## config.mk

```make
export PLATFORM = sky130hd
export DESIGN_NAME = agc_gf_mul
export DESIGN_NICKNAME = d
export VERILOG_FILES = /design/src/rtl/agc_gf_mul.sv
export SDC_FILE = /design/constraint.sdc
export NUM_CORES = 1
export LEC_CHECK = 0
export BUFFER_PORTS_ARGS = -buffer_cell sky130_fd_sc_hd__clkbuf_2
export CORE_UTILIZATION = 60
export DETAILED_ROUTE_END_ITERATION = 8
export GPL_ROUTABILITY_DRIVEN = 0
export PLACE_DENSITY = 0.83
export SETUP_SLACK_MARGIN = 0.1
export SKIP_CTS_REPAIR_TIMING = 1
export SLEW_MARGIN = 30
export SYNTH_ARGS = -nofsm -noshare
export SYNTH_HDL_FRONTEND = slang
export SYNTH_SLANG_ARGS = --single-unit
```

## constraint.sdc

```tcl
create_clock -name clk_i -period 6 [get_ports clk_i]
set_clock_uncertainty 0.15 [all_clocks]
set_input_delay 0.9 -clock clk_i [delete_from_list [all_inputs] [get_ports clk_i]]
set_output_delay 0.9 -clock clk_i [all_outputs]
set_load 0.01 [all_outputs]
```

## src/rtl/agc_gf_mul.sv

```systemverilog
// agc_gf_mul: GHASH multiply in GF(2^128), eight multiplier bits per cycle
// depends on nothing outside this file
`default_nettype none
module agc_gf_mul (
  input  logic         clk_i,
  input  logic         rst_ni,
  input  logic         start_i,
  input  logic [127:0] x_i,
  input  logic [127:0] y_i,
  output logic         done_o,
  output logic [127:0] z_o
);

  logic         run_q;
  logic         done_q;
  logic [3:0]   cnt_q;
  logic [127:0] acc_q;
  logic [127:0] v_q;
  logic [127:0] x_q;
  logic [127:0] acc_n;
  logic [127:0] v_n;

  always_comb begin
    acc_n = acc_q;
    v_n   = v_q;
    for (int b = 0; b < 8; b++) begin
      if (x_q[127 - b]) begin
        acc_n = acc_n ^ v_n;
      end
      v_n = {1'b0, v_n[127:1]} ^ (v_n[0] ? {8'he1, 120'h0} : 128'h0);
    end
  end

  always_ff @(posedge clk_i or negedge rst_ni) begin
    if (!rst_ni) begin
      run_q  <= 1'b0;
      done_q <= 1'b0;
      cnt_q  <= '0;
    end else begin
      done_q <= 1'b0;
      if (start_i) begin
        run_q <= 1'b1;
        cnt_q <= '0;
      end else if (run_q) begin
        cnt_q <= cnt_q + 4'd1;
        if (cnt_q == 4'd15) begin
          run_q  <= 1'b0;
          done_q <= 1'b1;
        end
      end
    end
  end

  always_ff @(posedge clk_i) begin
    if (start_i) begin
      acc_q <= '0;
      v_q   <= y_i;
      x_q   <= x_i;
    end else if (run_q) begin
      acc_q <= acc_n;
      v_q   <= v_n;
      x_q   <= {x_q[119:0], 8'h00};
    end
  end

  assign done_o = done_q;
  assign z_o    = acc_q;

endmodule
`default_nettype wire

```

# Word-level counts from Yosys, hierarchy flattened
# Index checks and enable logic that the tools add are counted.
# word_totals
word_cells	53
ff_bits	390
# classes
add_sub_neg	1
bitwise_logic	16
reduce_logical	1
n_eq_ne	1
n_mux	28
# op_table
cell	n
two-way mux 128 bit	20
bitwise XOR 127 x 128 -> 128 bit	8
bitwise XOR 128 bit	8
two-way mux 4 bit	2
two-way mux 1 bit	6
adder 4 x 1 -> 4 bit (second input constant)	1
== test 4 bit (second input constant)	1
nonzero test 2 bit	1

# Depth between registers and ports, before layout
# Gate-level depths: netlist of the first run.
# logic_depth
word_depth	18
mapped_depth	10

# Worst setup path after synthesis of the first run
# OpenSTA, ideal clock, no wires.
# synth_timing
path_type	in2reg
from	in start_i
to	reg v_q[0], enable pin
stages	4
required_ns	5.339
setup_time_ns	0.511
arrival_time_ns	4.810
setup_slack_ns	0.529
path_buffers	3
path_cell_list	clkbuf_1 clkbuf_1 clkbuf_1 or2_2
# synth_between
elab_chain_cells	1
# synth_rtl
item	line_no	source
start: declaration	7	input logic start_i,
nonzero test 2 bit (no line)	-	
end signal: assignment	57	v_q <= y_i;
end signal: assignment	61	v_q <= v_n;
end: declaration	18	logic [127:0] v_q;
# Every way passes these cells.
# A chain may end at the register's enable or synchronous reset.

# Worst setup path in the final report of the first run
# layout_timing
from	reg v_q[0]
to	reg acc_q[118] (netlist: z_o[118])
# layout_between
elab_chain_cells	14
# layout_rtl
item	line_no	source
two-way mux 128 bit *	30	v_n = {1'b0, v_n[127:1]} ^ (v_n[0] ? {8'he1, 120'h0} : 128'h0);
bitwise XOR 127 x 128 -> 128 bit * (3 in series)	30	
bitwise XOR 128 bit *	28	acc_n = acc_n ^ v_n;
two-way mux 128 bit *	27	if (x_q[127 - b]) begin
bitwise XOR 128 bit	28	
two-way mux 128 bit *	27	
bitwise XOR 128 bit	28	
two-way mux 128 bit *	27	
bitwise XOR 128 bit	28	
two-way mux 128 bit *	27	
bitwise XOR 128 bit	28	
two-way mux 128 bit *	27	
end signal: assignment	60	acc_q <= acc_n;
end: declaration	17	logic [127:0] acc_q;
# Every way passes the cells marked *; elsewhere a longest branch is shown, timed or not.

==> qor.yml, run 1 <==
synth:
  largest_cells_by_area_after_synthesis: "edfxtp_1, xnor2_1, nand2_1"
  synth.distinct_cells: 45
  synth.top_cell.area_share: 0.266
  synthesis.area_mm2: 0.0289
  ys_seq_elements: 390
  most_numerous_cell_in_the_yosys_netlist: "nand2_1"
  synth_enable_flop_cells: 256
  syn-instance-count: 3311
  synth_common_cells: "nand2_1, xnor2_1, xor2_1"
  postSynthAreaPerCell_um2: 8.72
  yosysSeqAreaShare: 0.360
  synth_area_leader_cell: "edfxtp_1"
  async_flop_share: 0.0154
  dominantRegCellSynth: "edfxtp_1"
  synth_warnings: 0
  synth_nets: 3571
cts:
  clock_tree_from_tritoncts: "yes"
  worstSkewPairLatency_ns: 0.59
  tritoncts.num_buffers: 43
  cts.htree.levels: 2
  clockRootBuffer: "clkbuf_16"
  cts.reportedPaths.clkPinSlew_ns: 0.06
  clk_path_buf_depth: 3
  cts_num_sinks: 390
route:
  detail_route.drc_violations: 0
  ant_nets: 0
  via_per_inst: 5.40
  via_count: 22289
  routed_wl_um: 74200
  drt_pass_1_iters: 6
  avgRoutedWirePerCell_um: 18.0
  first_iter_violations: 1999
power_and_ir_drop:
  ir_drop_mv: 0.281
  power.density_cell_area_mw_per_mm2: 390
  design_power_total_w: 0.0125
  p_leak_nw: 13.5
setup_path:
  path_max_fanout: 11
  slowest_delay_ns: 0.82
  timing.critical_path.max_delay_family: "XOR/XNOR gates"
  critical-path-slowest-cell: "edfxtp_1"
  ws_path_type: "flip-flop to flip-flop"
  path_common_cell: "xnor2_1"
  cp.buffers_inverters: 0
  cell_by_cell_trace_of_the_critical_path: "xor2_1 > nand2_1 > xnor2_1 > xnor2_1 > xnor2_1 > or3_1 > a21oi_1"
  worst-endpoint-required_ns: 6.36
  worstSetupStartpointType: "flip-flop"
  critical_path_end_type: "flip-flop"
  timing.critical_path.arrival_ns: 3.27
timing:
  final.setup.worst_slack_ns: 3.09
  drv_slew: 0
  finalSetupViolCount: 0
  timing.fmax_ghz: 0.344
  finalCritPeriodShare: 0.485
  relSlewSlack: 0.373
  timing_hold_violations_final: 0
  period_needed_ns: 2.91
  rsz0062_at_grt: "false"
  tightest_slew_ns: 0.941
  setup-tns-final_ns: 0
floorplanning:
  design.core.area_mm2: 0.0476
  initial_core_utilization: 0.606
  io_pins: 388
  die_area_mm2: 0.0490
  placement_row_count: 80
  dieHeight_um: 221
  floorplan.die.width_um: 221
status:
  outcome: "completed"
grt:
  initial_antenna_violation_count: 8
  globalRouteTotalUtil: 0.298
  grt_pass1_vias: 21236
  largest_net_degree_at_the_start_of_global_routing: 173
  grt-ovfl-total: 0
  wire_length_of_the_first_global_routing_pass_um: 117000
placed_design:
  place.port_buffers: 387
  post_place_setup_slack_ns: 2.72
  post-place-cells: 4037
  dp_hpwl_um: 47400
final_layout:
  final_cells: 4124
  area_growth_pct: 10.9
  post-route-util: 0.672
  count_of_filler_cells_inserted_in_the_layout: 3767
  drive_above_1_share: 0.207
  finalNetCount: 3728
hold_path:
  hp-class: "flip-flop to flip-flop"
run:
  cap_violations: 0
## tightest hold or removal path, delay by kind of cell (launching register included)
kind	cells	cell delay [ns]
AOI/OAI and AO/OA	2	0.13
DFF	1	0.32
## through the flow
step	area, um2	hold slack (ns)
final	32000	0.340
after global routing	32000	0.376
after CTS	32000	-0.0438
after detailed placement	30600	0.328
after global placement	30600	0.322
after floorplan	28900	0.353
## cells in the final DEF (no fill, tap or decap), drive strengths merged, types with 10 or more instances in the layout
| cell | n |
|---|---|
| buf | 22 |
| dfxtp | 128 |
| edfxtp | 256 |
| xor2 | 265 |
| clkinv | 14 |
| clkbuf | 446 |
| nor2 | 138 |
| mux2 | 243 |
| inv | 10 |
| nand2 | 1130 |
| xnor2 | 766 |
| o21ai | 11 |
## state kept, by name, summed over array words and instances, names as in the netlist
signal / count
x_q: 128
cnt_q: 4
v_q: 128
z_o: 128
run_q: 1
done_o: 1
## cells by family after synthesis
| logic type | count (synthesis) | share of synthesized area |
|---|---|---|
| and+or+nand+nor | 1292 | 0.170 |
| xor gates and xnor gates | 1038 | 0.320 |
| DFF | 390 | 0.360 |
| buffers and inverters | 302 | 0.0431 |
| muxes | 252 | 0.0979 |
| AOI/OAI and AO/OA | 36 | 0.00784 |
| adders and majority gates | 1 | 0.000433 |
## worst paths after layout
kind,end,cells past startpoint,slack (ns),from
setup / recovery,z_o[118],7,3.09,v_q[0]
hold / removal,z_o[118],2,0.34,z_o[118]
setup reg to reg,z_o[118],7,3.09,v_q[0]
hold reg to reg,z_o[118],2,0.34,z_o[118]
max in group asynchronous,run_q,2,4.99,rst_ni
min in group asynchronous,cnt_q[1],2,0.53,rst_ni
## power breakdown
part | total (W) | leakage, nW | switching, W | internal, W
Sequential | 0.00414 | 3.87 | 0.000658 | 0.00348
Clock | 0.00258 | 0.676 | 0.00113 | 0.00144
Combinational | 0.00578 | 8.93 | 0.00293 | 0.00285
## routing by layer
layer,global-route usage,part of all wire,vias to the layer above
li1,-,-,10604
met1,0.374,0.40,10609
met2,0.492,0.48,928
met3,0.0693,0.087,146
met4,0.127,0.034,2
met5,0,0.00015,-
## layout make-up
type,count,area (um2),area share
clock buffers,60,1220,0.0382
multi-input cells,2619,17200,0.538
clock inverters,19,143,0.00445
diodes,7,17.5,0.000547
well taps,615,769,0.0240
inverters,5,18.8,0.000586
repair buffers,409,2220,0.0694
flip-flops and latches,390,10400,0.325
(Power assumes the default switching activity.)
==> run 2: changes to the inputs <==
- clock period: 6 -> 2.76 ns (I/O delays scaled with it)
==> run 2 against run 1 <==
The run now ends with negative hold slack left. Wire length is 16% higher. Non-clock buffer count rose by 252. Cell count increased by 6.1%. Clock-buffer cell count down 4. Via count grew 9.3%. Core utilization rose by 6.0 points. Setup slack got worse by 2.8 ns. Sequential share of layout area down 2.6 points. Register-to-register slack got worse by 2.8 ns. Critical endpoint is now z_o[37]. Largest cell class unchanged. Highest routed layer is now met4.
==> qor.yml, run 2 (synthesized netlist as in run 1, its figures left out) <==
setup_path:
  cp.buffers_inverters: 2  # was 0
  worst-endpoint-required_ns: 3.07  # was 6.36 ns
  worst_r2r_path_depth: 9  # was 7
  timing.critical_path.arrival_ns: 2.77  # was 3.27 ns
  cell_by_cell_trace_of_the_critical_path: "buf_12 > buf_4 > nand2_1 > xnor2_1 > xnor2_1 > xnor2_1 > nand2_1 > xor2_1 > nor2_1"  # was xor2_1 > nand2_1 > xnor2_1 > xnor2_1 > xnor2_1 > or3_1 > a21oi_1
  path_common_cell: "xnor2_1"  # unchanged
  slowest_delay_ns: 0.37  # was 0.82 ns
  path_max_fanout: 47  # was 11
  critical_path_end_type: "flip-flop"  # unchanged
  ws_path_type: "flip-flop to flip-flop"  # unchanged
  timing.critical_path.max_delay_family: "XOR/XNOR gates"  # unchanged
  worstSetupStartpointType: "flip-flop"  # unchanged
  critical-path-slowest-cell: "edfxtp_1"  # unchanged
  critical_path_cell_count: 9  # was 7
power_and_ir_drop:
  clock_share_of_power: 0.227  # was 0.206
  power_frac_seq: 0.313  # was 0.331
  p_leak_nw: 14.7  # was 13.5 nW
  ir_drop_mv: 0.501  # was 0.281 mV
  switching_share: 0.378  # about the same
  cell_internal_pwr_w: 0.0180  # was 0.00777 W
  p_switching_w: 0.0109  # was 0.00472 W
  power.density_cell_area_mw_per_mm2: 828  # was 390 mW/mm2
  p_comb_frac: 0.460  # was 0.462
  design_power_total_w: 0.0289  # was 0.0125 W
timing:
  timing_hold_violations_final: 6  # was 0
  fin_hold_ws_ns: -0.0142  # was 0.340 ns
  timing.fmax_ghz: 0.406  # was 0.344 GHz
  finalSetupViolCount: 0  # unchanged
  finalCritPeriodShare: 0.892  # was 0.485
  relSlewSlack: 0.603  # was 0.373
  tightest_slew_ns: 0.596  # was 0.941 ns
  period_needed_ns: 2.46  # was 2.91 ns
  rsz0062_at_grt: "false"  # unchanged
  drv_slew: 0  # unchanged
cts:
  clock_tree_from_tritoncts: "yes"  # unchanged
  clockRootBuffer: "clkbuf_16"  # unchanged
  cts_num_sinks: 390  # unchanged
  tritoncts.num_buffers: 44  # was 43
  cts.htree.levels: 2  # unchanged
  worstSkewPairLatency_ns: 0.61  # was 0.59 ns
  clk_path_buf_depth: 3  # unchanged
  cts.reportedPaths.clkPinSlew_ns: 0.06  # about the same
hold_path:
  holdPathStages: 2  # unchanged
  hp-class: "input pin to flip-flop"  # was flip-flop to flip-flop
final_layout:
  count_of_filler_cells_inserted_in_the_layout: 3175  # was 3,767
  most-common-layout-cells: "nand2_1, xnor2_1, clkbuf_2, xor2_1, edfxtp_1"  # unchanged
  finalNetCount: 3981  # was 3,728
  most_frequent_standard_cell_in_the_layout_excluding_fill_and_tap_cells: "nand2_1"  # unchanged
  area_growth_pct: 20.7  # was 10.9%
  drive_above_1_share: 0.208  # was 0.207
  post-route-util: 0.732  # was 0.672
  final_cells: 4374  # was 4,124
  final_cell_area_mm2: 0.0349  # was 0.0320 mm2
grt:
  initial_antenna_violation_count: 2  # was 8
  wire_length_of_the_first_global_routing_pass_um: 120000  # was 117,000 um
  grt_pass1_vias: 22150  # was 21,236
  globalRouteTotalUtil: 0.305  # was 0.298
  grt-ovfl-total: 0  # unchanged
  largest_net_degree_at_the_start_of_global_routing: 84  # was 173
route:
  routed_wl_um: 85900  # was 74,200 um
  drt_pass_1_iters: 6  # unchanged
  first_iter_violations: 3004  # was 1,999
  avgRoutedWirePerCell_um: 19.6  # was 18.0 um
  ant_nets: 0  # unchanged
  via_per_inst: 5.57  # was 5.40
  detail_route.drc_violations: 0  # unchanged
  via_count: 24372  # was 22,289
floorplanning:
  io_pins: 388  # unchanged
  dieHeight_um: 221  # unchanged
  die_area_mm2: 0.0490  # unchanged
  design.core.area_mm2: 0.0476  # unchanged
  floorplan.die.width_um: 221  # unchanged
  placement_row_count: 80  # unchanged
  initial_core_utilization: 0.606  # unchanged
status:
  violations: "negative hold slack"
  outcome: "finished with violations"  # was completed
placed_design:
  place.port_buffers: 387  # unchanged
  post-place-cells: 4090  # was 4,037
  postPlaceCellArea_mm2: 0.0313  # was 0.0306 mm2
  dp_hpwl_um: 50500  # was 47,400 um
run:
  cap_violations: 0  # unchanged
==> run 2: cell types whose count changed in the layout (fill, tap and decap cells not counted), sizes merged <==
cell         before  now
inv              10    9
clkinvlp          0    2
clkinv           14   12
diode             7    2
clkbuf          446  442
buf              22   75
bufinv            0    8
dlygate4sd3       1  200
==> run 2: layer usage <==
layer,share of wire,track usage
met1,0.38,0.383
met2,0.49,0.516
met3,0.080,0.0592
met4,0.051,0.126
met5,0,0
==> run 2: final timing paths <==
check,to,slack [ns],startpoint
setup / recovery,z_o[37],0.30,x_q[125]
hold / removal,v_q[43],-0.01,y_i[43]
setup reg to reg,z_o[37],0.30,x_q[125]
hold reg to reg,z_o[120],0.34,z_o[120]
max in group asynchronous,run_q,2.21,rst_ni
min in group asynchronous,run_q,0.07,rst_ni
==> run 2: metrics by stage <==
step / worst slack, ns / setup TNS, ns / hold slack (ns)
after detailed placement: 0.436 / 0 / 0.103
after global routing: 0.194 / 0 / -0.0187
after floorplan: -0.508 / -130.01 / -0.0316
after CTS: 0.377 / 0 / -0.544
after global placement: 0.512 / 0 / 0.0986
final: 0.297 / 0 / -0.0142
==> run 2: final cells by class <==
cell class | instances | area [um2] | share of cell area
antenna | 2 | 5.00 | 0.000144
timing repair buffer | 661 | 4850 | 0.139
tap | 615 | 769 | 0.0221
inverter | 5 | 18.8 | 0.000538
clock buffer | 56 | 1190 | 0.0340
clock inverter | 26 | 394 | 0.0113
sequential | 390 | 10400 | 0.298
multi-input combinational | 2619 | 17200 | 0.494
==> run 2: power groups by stage <==
stage | Clock, W | Combinational, W | Sequential, W
floorplan | 0 | 0.0101 | 0.00858
global placement | 0 | 0.0123 | 0.00900
detailed placement | 0 | 0.0127 | 0.00902
CTS | 0.00651 | 0.0128 | 0.00892
global route | 0.00682 | 0.0145 | 0.00914
finish | 0.00655 | 0.0133 | 0.00904
