$ cat config.mk
export PLATFORM = sky130hd
export DESIGN_NAME = agc_key_sched
export DESIGN_NICKNAME = d
export VERILOG_FILES = /design/src/rtl/agc_pkg.sv /design/src/rtl/agc_key_sched.sv
export SDC_FILE = /design/constraint.sdc
export NUM_CORES = 2
export LEC_CHECK = 0
export BUFFER_PORTS_ARGS = -buffer_cell sky130_fd_sc_hd__buf_4
export CAP_MARGIN = 20
export CORE_ASPECT_RATIO = 1.2
export CORE_MARGIN = 8
export CORE_UTILIZATION = 25
export CTS_BUF_LIST = sky130_fd_sc_hd__clkbuf_8
export DETAILED_ROUTE_END_ITERATION = 10
export GPL_TIMING_DRIVEN = 0
export PLACE_DENSITY = 0.49
export SKIP_CTS_REPAIR_TIMING = 1
export SLEW_MARGIN = 20
export SYNTH_ARGS = -nofsm -noshare
export SYNTH_HDL_FRONTEND = slang
export SYNTH_SLANG_ARGS = --single-unit
$ cat constraint.sdc
create_clock -name clk_i -period 14.5 [get_ports clk_i]
set_input_delay 2.9 -clock clk_i [delete_from_list [all_inputs] [get_ports clk_i]]
set_output_delay 2.9 -clock clk_i [all_outputs]
set_load 0.02 [all_outputs]
$ cat src/rtl/agc_pkg.sv
// agc_pkg: shared types, codes, AES helper functions and a byte mask helper for the AES-GCM core
// depends on nothing; used by agc_key_sched, agc_aes_core and the top level
`default_nettype none
package agc_pkg;

  localparam int unsigned BlkW = 128;
  localparam int unsigned KeyW = 256;
  localparam int unsigned NumRk = 15;

  localparam logic [1:0] OP_START  = 2'd0;
  localparam logic [1:0] OP_AAD    = 2'd1;
  localparam logic [1:0] OP_DATA   = 2'd2;
  localparam logic [1:0] OP_FINISH = 2'd3;

  localparam logic [1:0] KIND_DATA   = 2'd0;
  localparam logic [1:0] KIND_TAG    = 2'd1;
  localparam logic [1:0] KIND_STATUS = 2'd2;

  localparam logic [2:0] CFG_KEY0  = 3'd0;
  localparam logic [2:0] CFG_KEY1  = 3'd1;
  localparam logic [2:0] CFG_KEY2  = 3'd2;
  localparam logic [2:0] CFG_KEY3  = 3'd3;
  localparam logic [2:0] CFG_KSIZE = 3'd4;

  localparam logic [1:0] KSIZE_128 = 2'd0;
  localparam logic [1:0] KSIZE_192 = 2'd1;
  localparam logic [1:0] KSIZE_256 = 2'd2;

  typedef enum logic [2:0] {
    ST_IDLE,
    ST_KEXP,
    ST_HKEY,
    ST_DATA_AES,
    ST_GHASH,
    ST_TAG_MUL,
    ST_TAG_AES,
    ST_OUT
  } agc_state_e;

  localparam logic [7:0] SBOX [256] = '{
    8'h63,8'h7c,8'h77,8'h7b,8'hf2,8'h6b,8'h6f,8'hc5,8'h30,8'h01,8'h67,8'h2b,8'hfe,8'hd7,8'hab,8'h76,
    8'hca,8'h82,8'hc9,8'h7d,8'hfa,8'h59,8'h47,8'hf0,8'had,8'hd4,8'ha2,8'haf,8'h9c,8'ha4,8'h72,8'hc0,
    8'hb7,8'hfd,8'h93,8'h26,8'h36,8'h3f,8'hf7,8'hcc,8'h34,8'ha5,8'he5,8'hf1,8'h71,8'hd8,8'h31,8'h15,
    8'h04,8'hc7,8'h23,8'hc3,8'h18,8'h96,8'h05,8'h9a,8'h07,8'h12,8'h80,8'he2,8'heb,8'h27,8'hb2,8'h75,
    8'h09,8'h83,8'h2c,8'h1a,8'h1b,8'h6e,8'h5a,8'ha0,8'h52,8'h3b,8'hd6,8'hb3,8'h29,8'he3,8'h2f,8'h84,
    8'h53,8'hd1,8'h00,8'hed,8'h20,8'hfc,8'hb1,8'h5b,8'h6a,8'hcb,8'hbe,8'h39,8'h4a,8'h4c,8'h58,8'hcf,
    8'hd0,8'hef,8'haa,8'hfb,8'h43,8'h4d,8'h33,8'h85,8'h45,8'hf9,8'h02,8'h7f,8'h50,8'h3c,8'h9f,8'ha8,
    8'h51,8'ha3,8'h40,8'h8f,8'h92,8'h9d,8'h38,8'hf5,8'hbc,8'hb6,8'hda,8'h21,8'h10,8'hff,8'hf3,8'hd2,
    8'hcd,8'h0c,8'h13,8'hec,8'h5f,8'h97,8'h44,8'h17,8'hc4,8'ha7,8'h7e,8'h3d,8'h64,8'h5d,8'h19,8'h73,
    8'h60,8'h81,8'h4f,8'hdc,8'h22,8'h2a,8'h90,8'h88,8'h46,8'hee,8'hb8,8'h14,8'hde,8'h5e,8'h0b,8'hdb,
    8'he0,8'h32,8'h3a,8'h0a,8'h49,8'h06,8'h24,8'h5c,8'hc2,8'hd3,8'hac,8'h62,8'h91,8'h95,8'he4,8'h79,
    8'he7,8'hc8,8'h37,8'h6d,8'h8d,8'hd5,8'h4e,8'ha9,8'h6c,8'h56,8'hf4,8'hea,8'h65,8'h7a,8'hae,8'h08,
    8'hba,8'h78,8'h25,8'h2e,8'h1c,8'ha6,8'hb4,8'hc6,8'he8,8'hdd,8'h74,8'h1f,8'h4b,8'hbd,8'h8b,8'h8a,
    8'h70,8'h3e,8'hb5,8'h66,8'h48,8'h03,8'hf6,8'h0e,8'h61,8'h35,8'h57,8'hb9,8'h86,8'hc1,8'h1d,8'h9e,
    8'he1,8'hf8,8'h98,8'h11,8'h69,8'hd9,8'h8e,8'h94,8'h9b,8'h1e,8'h87,8'he9,8'hce,8'h55,8'h28,8'hdf,
    8'h8c,8'ha1,8'h89,8'h0d,8'hbf,8'he6,8'h42,8'h68,8'h41,8'h99,8'h2d,8'h0f,8'hb0,8'h54,8'hbb,8'h16
  };

  function automatic logic [7:0] xtime(input logic [7:0] b);
    return {b[6:0], 1'b0} ^ (b[7] ? 8'h1b : 8'h00);
  endfunction

  function automatic logic [31:0] sub_word(input logic [31:0] x);
    return {SBOX[x[31:24]], SBOX[x[23:16]], SBOX[x[15:8]], SBOX[x[7:0]]};
  endfunction

  // sub-bytes and shift-rows, then mix-columns unless last round; byte 0 in the top bits
  function automatic logic [127:0] aes_round(input logic [127:0] s, input logic last);
    logic [7:0] sb [16];
    logic [7:0] t [16];
    logic [7:0] a0, a1, a2, a3, al;
    logic [127:0] r;
    for (int k = 0; k < 16; k++) begin
      sb[k] = s[127 - 8 * k -: 8];
    end
    for (int c = 0; c < 4; c++) begin
      for (int w = 0; w < 4; w++) begin
        t[w + 4 * c] = SBOX[sb[w + 4 * ((c + w) % 4)]];
      end
    end
    if (!last) begin
      for (int c = 0; c < 4; c++) begin
        a0 = t[4 * c];
        a1 = t[4 * c + 1];
        a2 = t[4 * c + 2];
        a3 = t[4 * c + 3];
        al = a0 ^ a1 ^ a2 ^ a3;
        t[4 * c]     = a0 ^ al ^ xtime(a0 ^ a1);
        t[4 * c + 1] = a1 ^ al ^ xtime(a1 ^ a2);
        t[4 * c + 2] = a2 ^ al ^ xtime(a2 ^ a3);
        t[4 * c + 3] = a3 ^ al ^ xtime(a3 ^ a0);
      end
    end
    for (int k = 0; k < 16; k++) begin
      r[127 - 8 * k -: 8] = t[k];
    end
    return r;
  endfunction

  // leading n bytes set, n of sixteen or more gives all ones
  function automatic logic [127:0] byte_mask(input logic [4:0] n);
    return ~({128{1'b1}} >> {n, 3'b000});
  endfunction

endpackage
`default_nettype wire

$ cat src/rtl/agc_key_sched.sv
// agc_key_sched: word-serial AES key expansion and the round key store (15 rows of 128 bits)
// depends on agc_pkg
`default_nettype none
module agc_key_sched (
  input  logic         clk_i,
  input  logic         rst_ni,
  input  logic         start_i,
  input  logic [255:0] key_i,
  input  logic [1:0]   key_size_i,
  output logic         done_o,
  input  logic [3:0]   rd_addr_i,
  output logic [127:0] rd_data_o
);

  logic         run_q;
  logic         done_q;
  logic [5:0]   i_q;
  logic [2:0]   j_q;
  logic [7:0]   rcon_q;
  logic [31:0]  win_q [8];
  logic [127:0] mem_q [agc_pkg::NumRk];
  logic [127:0] rd_q;

  logic [3:0]  nk;
  logic [2:0]  nk_m1;
  logic [5:0]  total;
  logic [31:0] t;
  logic [31:0] w;
  logic [31:0] wr;

  always_comb begin
    unique case (key_size_i)
      agc_pkg::KSIZE_128: begin nk = 4'd4; nk_m1 = 3'd3; total = 6'd44; end
      agc_pkg::KSIZE_192: begin nk = 4'd6; nk_m1 = 3'd5; total = 6'd52; end
      default:            begin nk = 4'd8; nk_m1 = 3'd7; total = 6'd60; end
    endcase
    t = win_q[0];
    if ({2'b00, i_q} < {4'b0000, nk}) begin
      w = key_i[8'd255 - {i_q[2:0], 5'b00000} -: 32];
    end else begin
      if (j_q == 3'd0) begin
        t = agc_pkg::sub_word({t[23:0], t[31:24]}) ^ {rcon_q, 24'h000000};
      end else if (nk == 4'd8 && j_q == 3'd4) begin
        t = agc_pkg::sub_word(t);
      end
      w = win_q[nk_m1] ^ t;
    end
    wr = (i_q < total) ? w : 32'h0;
  end

  always_ff @(posedge clk_i or negedge rst_ni) begin
    if (!rst_ni) begin
      run_q  <= 1'b0;
      done_q <= 1'b0;
      i_q    <= '0;
      j_q    <= '0;
      rcon_q <= 8'h01;
    end else begin
      done_q <= 1'b0;
      if (start_i) begin
        run_q  <= 1'b1;
        i_q    <= '0;
        j_q    <= '0;
        rcon_q <= 8'h01;
      end else if (run_q) begin
        i_q <= i_q + 6'd1;
        j_q <= (j_q == nk_m1) ? 3'd0 : j_q + 3'd1;
        if ({2'b00, i_q} >= {4'b0000, nk} && j_q == 3'd0) begin
          rcon_q <= agc_pkg::xtime(rcon_q);
        end
        if (i_q == 6'd59) begin
          run_q  <= 1'b0;
          done_q <= 1'b1;
        end
      end
    end
  end

  always_ff @(posedge clk_i) begin
    if (run_q && !start_i) begin
      win_q[0] <= w;
      for (int k = 1; k < 8; k++) begin
        win_q[k] <= win_q[k - 1];
      end
      mem_q[i_q[5:2]][7'd127 - {i_q[1:0], 5'b00000} -: 32] <= wr;
    end
    rd_q <= (rd_addr_i < 4'(agc_pkg::NumRk)) ? mem_q[rd_addr_i] : '0;
  end

  assign done_o    = done_q;
  assign rd_data_o = rd_q;

endmodule
`default_nettype wire

Word level (Yosys, flattened, before mapping) --
Memories as Yosys holds them, arrays and structs flattened. A register that Yosys moved wholly into a read port is not among the register bits. Index checks and enable logic that the tools add are counted.
Word-level totals: flip-flop bits (word level) 19, RAM bits 2176, bits in read-only memories 8192, output and inout port bits 129, logic and storage cells 83, memories 6
Operators by class: $add $sub $neg 5, order comparisons 8, eq/ne operators 5, shift-type cells 3, mux-type cells 34, bitwise logic cells 7, reductions and logical operators 10
Memory list:
- (name not given) | depth 256, width 8, read ports 1, clocked after memory_dff 0, write ports 0, RTL line agc_pkg.sv:64 | return {SBOX[x[31:24]], SBOX[x[23:16]], SBOX[x[15:8]], SBOX[x[7:0]]};
- (name not given) | depth 256, width 8, read ports 1, clocked after memory_dff 0, write ports 0, RTL line agc_pkg.sv:64
- (name not given) | depth 256, width 8, read ports 1, clocked after memory_dff 0, write ports 0, RTL line agc_pkg.sv:64
- (name not given) | depth 256, width 8, read ports 1, clocked after memory_dff 0, write ports 0, RTL line agc_pkg.sv:64
- mem_q | depth 15, width 128, read ports 1, clocked after memory_dff 1, write ports 1, RTL line agc_key_sched.sv:21 | logic [127:0] mem_q [agc_pkg::NumRk];
- win_q | depth 8, width 32, read ports 8, clocked after memory_dff 0, write ports 8, RTL line agc_key_sched.sv:20 | logic [31:0] win_q [8];
Operators with widths (count):
- $shiftx 287x9->32 | 1
- $mux 32 | 5
- $shift 32x9->159 const A | 1
- $shiftx 32x9->159 | 1
- $mux 128 | 1
- $mux 8 | 11
- $xor 32x32->32 | 2
- $ge 9x9->1 const B | 4
- $not 8->9 | 4
- $mux 6 | 2
- $pmux 5 s2 | 1
- $mux 3 | 3
- $neg 7->9 | 1
- $mux 1 | 8
- $pmux 4 s2 | 1
- $sub 8x8->8 const A | 1
- $xor 8x5->8 | 1
- $sub 7x7->7 const A | 1
- $add 6x1->6 const B | 1
- $eq 6x6->1 const B | 1
- $ge 6x4->1 | 1
- $lt 6x4->1 | 1
- $lt 6x6->1 | 1
- $pmux 3 s2 | 1
- 13 further kinds | 17

Longest topological paths before layout --
An unclocked memory read counts as a cell.
word-level depth 12, mapped depth 16, mapped depth without buffers 11

Worst setup path after synthesis --
No wires, ideal clock.
path kind input to register, start point input start_i, end point memory mem_q[14][100] (enable), library setup time 421 ps, arrival time 18030 ps, setup slack -3951 ps, stages on the path 4, path buffers 1, path through clkbuf_1 -> nor2b_1 -> nand2_1 -> nor2_1
On the way: word-level cells in the longest chain between the ends 4
Ends and longest elaborated chain:
- start: declaration | RTL line agc_key_sched.sv:7 | input logic start_i,
- $logic_not 1->1 | RTL line agc_key_sched.sv:80 | if (run_q && !start_i) begin
- $logic_and 1x1->1 | RTL line agc_key_sched.sv:80
- $mux 1 | RTL line agc_key_sched.sv:80
- $mux 128 (not written as such) | RTL line agc_key_sched.sv:85 | mem_q[i_q[5:2]][7'd127 - {i_q[1:0], 5'b00000} -: 32] <= wr;
- end: declaration | RTL line agc_key_sched.sv:21
No other way between the ends.

Worst setup path in the final report --
start point input key_size_i[1], end point memory mem_q[13][58] (data pin)
On the way: word-level cells in the longest chain between the ends 11
Ends and longest elaborated chain:
- start: declaration | RTL line agc_key_sched.sv:9 | input logic [1:0] key_size_i,
- $eq 2x1->1 / $logic_not 2->1 (equally long branches) | RTL line agc_key_sched.sv:32 | unique case (key_size_i)
- $pmux 4 s2 | RTL line agc_key_sched.sv:32
- $eq 4x4->1 | RTL line agc_key_sched.sv:43 | end else if (nk == 4'd8 && j_q == 3'd4) begin
- $logic_and 1x1->1 | RTL line agc_key_sched.sv:43
- $mux 32 | RTL line agc_key_sched.sv:43
- $mux 32 | RTL line agc_key_sched.sv:41 | if (j_q == 3'd0) begin
- $mux 32 | RTL line agc_key_sched.sv:38 | if ({2'b00, i_q} < {4'b0000, nk}) begin
- $xor 32x32->32 | RTL line agc_key_sched.sv:46 | w = win_q[nk_m1] ^ t;
- $mux 32 | RTL line agc_key_sched.sv:38
- $mux 32 * | RTL line agc_key_sched.sv:48 | wr = (i_q < total) ? w : 32'h0;
- $shiftx 32x9->159 * | RTL line agc_key_sched.sv:85
Every way passes the cells marked *; elsewhere a longest branch is shown, timed or not. The select of a mux whose other input is x is not followed.

==> implementation parameters <==
Parameter                              Value

Final layout
  Fraction of final layout cells sized beyond drive strength 1 ... 0.2711
  Area added between synthesis and finish ... 20.81%
  Net count reported at finish ... about 8,000
  Final design instance area without fill ... about 0.13 mm²

Detailed routing
  Routed WL ... 471.1 mm
  Drt first-iter violations ... 7,885
  Overall via count from detail_route ... 69,690
  Wirelength per Cell ... 35.49 µm
  Number of remaining DRC errors ... 0
  Remaining antenna violation count ... 0
  Detailed-routing iteration count for the pre-antenna-repair pass ... 6
  Mean number of vias per cell ... 5.250

Pwr
  Maximum vdd ir drop ... 0.06767 mV
  Cell Int Power ... 11,480 µW
  Fraction of power spent switching nets ... 0.3274
  Power density over the cells ... 136.3 mW/mm²
  Share of power burned in the clock network ... 0.317
  Cell leakage power ... around 0.041 µW
  Share of power burned in combinational logic ... 0.232
  Switching power total ... 5587 µW
  PnR Total Power ... 17,060 µW
  Part of the total power dissipated in sequential elements ... 0.450

Synthesis
  Number of unique standard cell types used by synthesis ... 99
  Post-synth ARST share ... 0.008179
  Yosys top cell by area ... sky130_fd_sc_hd__edfxtp_1
  Number of synthesized register bits ... 2,323
  Compound-Gate Fraction of Synth Area ... 0.07595
  Synthesized area ... 0.1036 mm²
  XOR/XNOR Fraction of Synth Area ... 0.003296
  Mapped Cells ... 6,521
  Average cell area after synthesis ... between 15 and 20 µm²
  Sequential cell area fraction in the yosys report ... 0.6599
  Number of flops mapped to enable cells by yosys ... 2,176
  Dominant synthesized flop cell ... sky130_fd_sc_hd__edfxtp_1
  Fraction of the mapped netlist area in simple logic gates ... 0.07125
  Adder and majority gate portion of the synthesized area ... 0.008573
  Area share of the leading cell type in the synthesized netlist ... 0.6306
  Total nets after synthesis ... around 7,000
  Main combinational cell family by area after synthesis ... multiplexers
  Most repeated cell in the gate-level netlist after synthesis ... sky130_fd_sc_hd__edfxtp_1
  Top cells by area in the synthesized netlist ... sky130_fd_sc_hd__edfxtp_1 63%, sky130_fd_sc_hd__mux4_2 13%, sky130_fd_sc_hd__dfxtp_1 2.5%, sky130_fd_sc_hd__mux2i_1 2.2%, sky130_fd_sc_hd__o21ai_0 1.4%
  Warnings, synthesis ... 0
  Leading post-synthesis cells by instance count ... 2,176 x sky130_fd_sc_hd__edfxtp_1, 605 x sky130_fd_sc_hd__mux4_2, 375 x sky130_fd_sc_hd__nor2_1
  Mux contribution to synthesized area ... 0.1561

Die
  Row count ... 259
  Core footprint ... just over 0.4 mm²
  Number of I/O pins ... 394
  Die height ... around 720 µm
  X dimension of the die ... 603.7 µm
  Starting utilization of the core area ... 0.2504
  Area enclosed by the die boundary ... roughly 0.44 mm²

Worst setup path
  End of the critical path ... mem_q[13][58]
  Count of cells along the worst register-to-register path ... 15
  Origin of the worst setup path ... key_size_i[1]
  Worst path max stage delay ... 1.02 ns
  Crit-path max FO ... 15
  Cell with the largest stage delay on the worst path ... sky130_fd_sc_hd__a21oi_2
  Crit path kind ... in2reg
  Worst path required time ... 15.14 ns
  Reg2Reg Launch Point ... win_q[0][17]
  CP startpoint kind ... input port
  Endpoint of the most critical register-to-register path ... mem_q[8][93]
  Cells along the critical path ... clkbuf_1 -> clkbuf_1 -> clkbuf_1 -> clkbuf_1 -> ha_1 -> nor2b_1 -> o21ai_0 -> and2_1 -> clkbuf_1 -> clkbuf_1 -> clkbuf_1 -> nand2_1 -> a21oi_2
  Setup slack, reg-to-reg ... 6.71 ns
  Cell mode on critical path ... sky130_fd_sc_hd__clkbuf_1
  Endpoint arrival time on the critical path ... between 9 and 10 ns
  Crit path capture type ... flop

Clocking
  CTS buffer count ... 372
  Register clock-pin slew on the reported worst setup and hold paths ... approximately 0.06 ns
  Max H-tree Level ... 5
  Number of sinks handled by clock tree synthesis ... 2,323
  TritonCTS clock tree ... built
  Clock Latency Late Sink ... 1.04 ns
  Root Driver ... sky130_fd_sc_hd__clkbuf_8
  Maximum number of buffers from clock root to sink ... 4

Run status
  Outcome ... finished clean

Timing
  Maximum clock skew at final layout ... 0.1073 ns
  Max Slew Vio Count ... 0
  Shortest clock period the worst path allows after layout ... 8.374 ns
  Headroom to the max-slew limit ... 0.1309
  Fmax ... about 120 MHz
  RSZ-0062 raised after global routing ... false
  Final worst-path cycle share ... 0.5775
  Worst-margin pin slew ... 1.300 ns
  Hold violation total from the final report ... 0
  Final setup violation count ... 0

Global routing
  First-pass GRT wire length ... 628.0 mm
  Total routing resource utilization after global routing ... 0.2085
  Pin count of the biggest net entering global routing ... 31
  Number of antenna violations at the first check in global routing ... 71
  Via count of the first global-routing pass ... between 70,000 and 80,000
  Overall overflow remaining after global route ... 0

Job
  Maxcap violations ... 0

Place
  Total placed instance area ... between 0.1 and 0.15 mm²
  Routability congestion estimate from global placement ... between 0.9 and 1
  HPWL Detailed ... 345.9 mm
  Port Buffers ... 388

Hold path
  Hold/Removal Path Class ... reg2reg
==> worst min-delay path by stage <==
| stage | from | end | slack, ns | cells after the start |
|---|---|---|---|---|
| final | win_q[2][0] | win_q[3][0] | 0.40 | 0 |
| after CTS | win_q[2][0] | win_q[3][0] | 0.40 | 0 |
| after floorplan | win_q[1][0] | win_q[2][0] | 0.40 | 0 |
| after global placement | win_q[6][27] | win_q[7][27] | 0.40 | 0 |
| after global routing | win_q[2][0] | win_q[3][0] | 0.41 | 0 |
| after detailed placement | win_q[1][10] | win_q[2][10] | 0.40 | 0 |
==> registers in the layout (all words and copies together) (netlist names) <==
| name | count |
|---|---|
| done_o | 1 |
| run_q | 1 |
| rd_data_o | 128 |
| mem_q | 1920 |
| i_q | 6 |
| win_q | 256 |
| j_q | 3 |
| rcon_q | 8 |
==> cell families (layout without fill, tap and decap cells) <==
logic type / after synthesis / count (layout)
muxes: 855 / 855
AOI/OAI and AO/OA: 1136 / 1136
other: 0 / 54
adders and majority gates: 71 / 71
buffers and inverters: 606 / 1824
xor gates and xnor gates: 39 / 39
DFF: 2323 / 2323
and+or+nand+nor: 1491 / 1491
==> cells in the final DEF (no fill, tap or decap), types with 96 or more instances in the layout <==
master                     count
sky130_fd_sc_hd__nand2_1     353
sky130_fd_sc_hd__buf_4       422
sky130_fd_sc_hd__o21ai_0     289
sky130_fd_sc_hd__nand2b_1    106
sky130_fd_sc_hd__nor2b_1     227
sky130_fd_sc_hd__buf_2       156
sky130_fd_sc_hd__dfxtp_1     128
sky130_fd_sc_hd__clkbuf_8    386
sky130_fd_sc_hd__clkinv_1     96
sky130_fd_sc_hd__a21oi_1     182
sky130_fd_sc_hd__nor2_1      312
sky130_fd_sc_hd__inv_1       169
sky130_fd_sc_hd__mux4_2      605
sky130_fd_sc_hd__mux2i_1     218
sky130_fd_sc_hd__edfxtp_1   2176
sky130_fd_sc_hd__clkbuf_1    250
==> stage by stage <==
stage          hold slack [ns]  utilization  worst slack [ns]  setup TNS, ns  cells
6_report                0.3973       0.3025             6.126              0  13270
5_1_grt                 0.4087       0.3023             6.048              0  13240
4_1_cts                 0.4033       0.3020             6.131              0  13220
3_5_place_dp            0.4045       0.2854             5.058              0  12570
3_3_place_gp            0.4001       0.2740            -5.051       -6827.30  12390
2_1_floorplan           0.4003            -             1.622              0   6521
==> critical path: cells and delay by family <==
kind                     cells  cell delay, ns
AO/OA/AOI/OAI                2            1.23
AND/OR/NAND/NOR              3            1.26
adder cells (fa/ha/maj)      1            0.23
buffers and inverters        7            3.34
==> power groups by stage <==
stage | registers [µW] | logic [µW] | clock network, µW
3_3_place_gp | 7840 | 3740 | 0
5_1_grt | 7690 | 4030 | 5810
4_1_cts | 7690 | 3880 | 5560
3_5_place_dp | 7830 | 3860 | 0
2_1_floorplan | 7840 | 1780 | 0
6_report | 7690 | 3970 | 5410
==> per-layer routing <==
layer / track usage / vias up / wire length, µm
met3: 0.05488 / 1092 / 41080
met5: 0 / - / 699
met1: 0.2450 / 36430 / 173900
met4: 0.1029 / 42 / 26780
met2: 0.3532 / 4042 / 228700
li1: - / 28090 / -
==> final cells by class <==
class / instances / area, µm²
fillers: 41090 / 288600
flip-flops and latches: 2323 / 68380
multi-input cells: 3592 / 33650
well taps: 5481 / 6858
repair buffers: 568 / 6614
clock buffers: 386 / 5313
plain buffers: 522 / 2350
clock inverters: 264 / 1569
inverters: 84 / 315.3
diodes: 54 / 135.1
(Power assumes the default switching activity.)
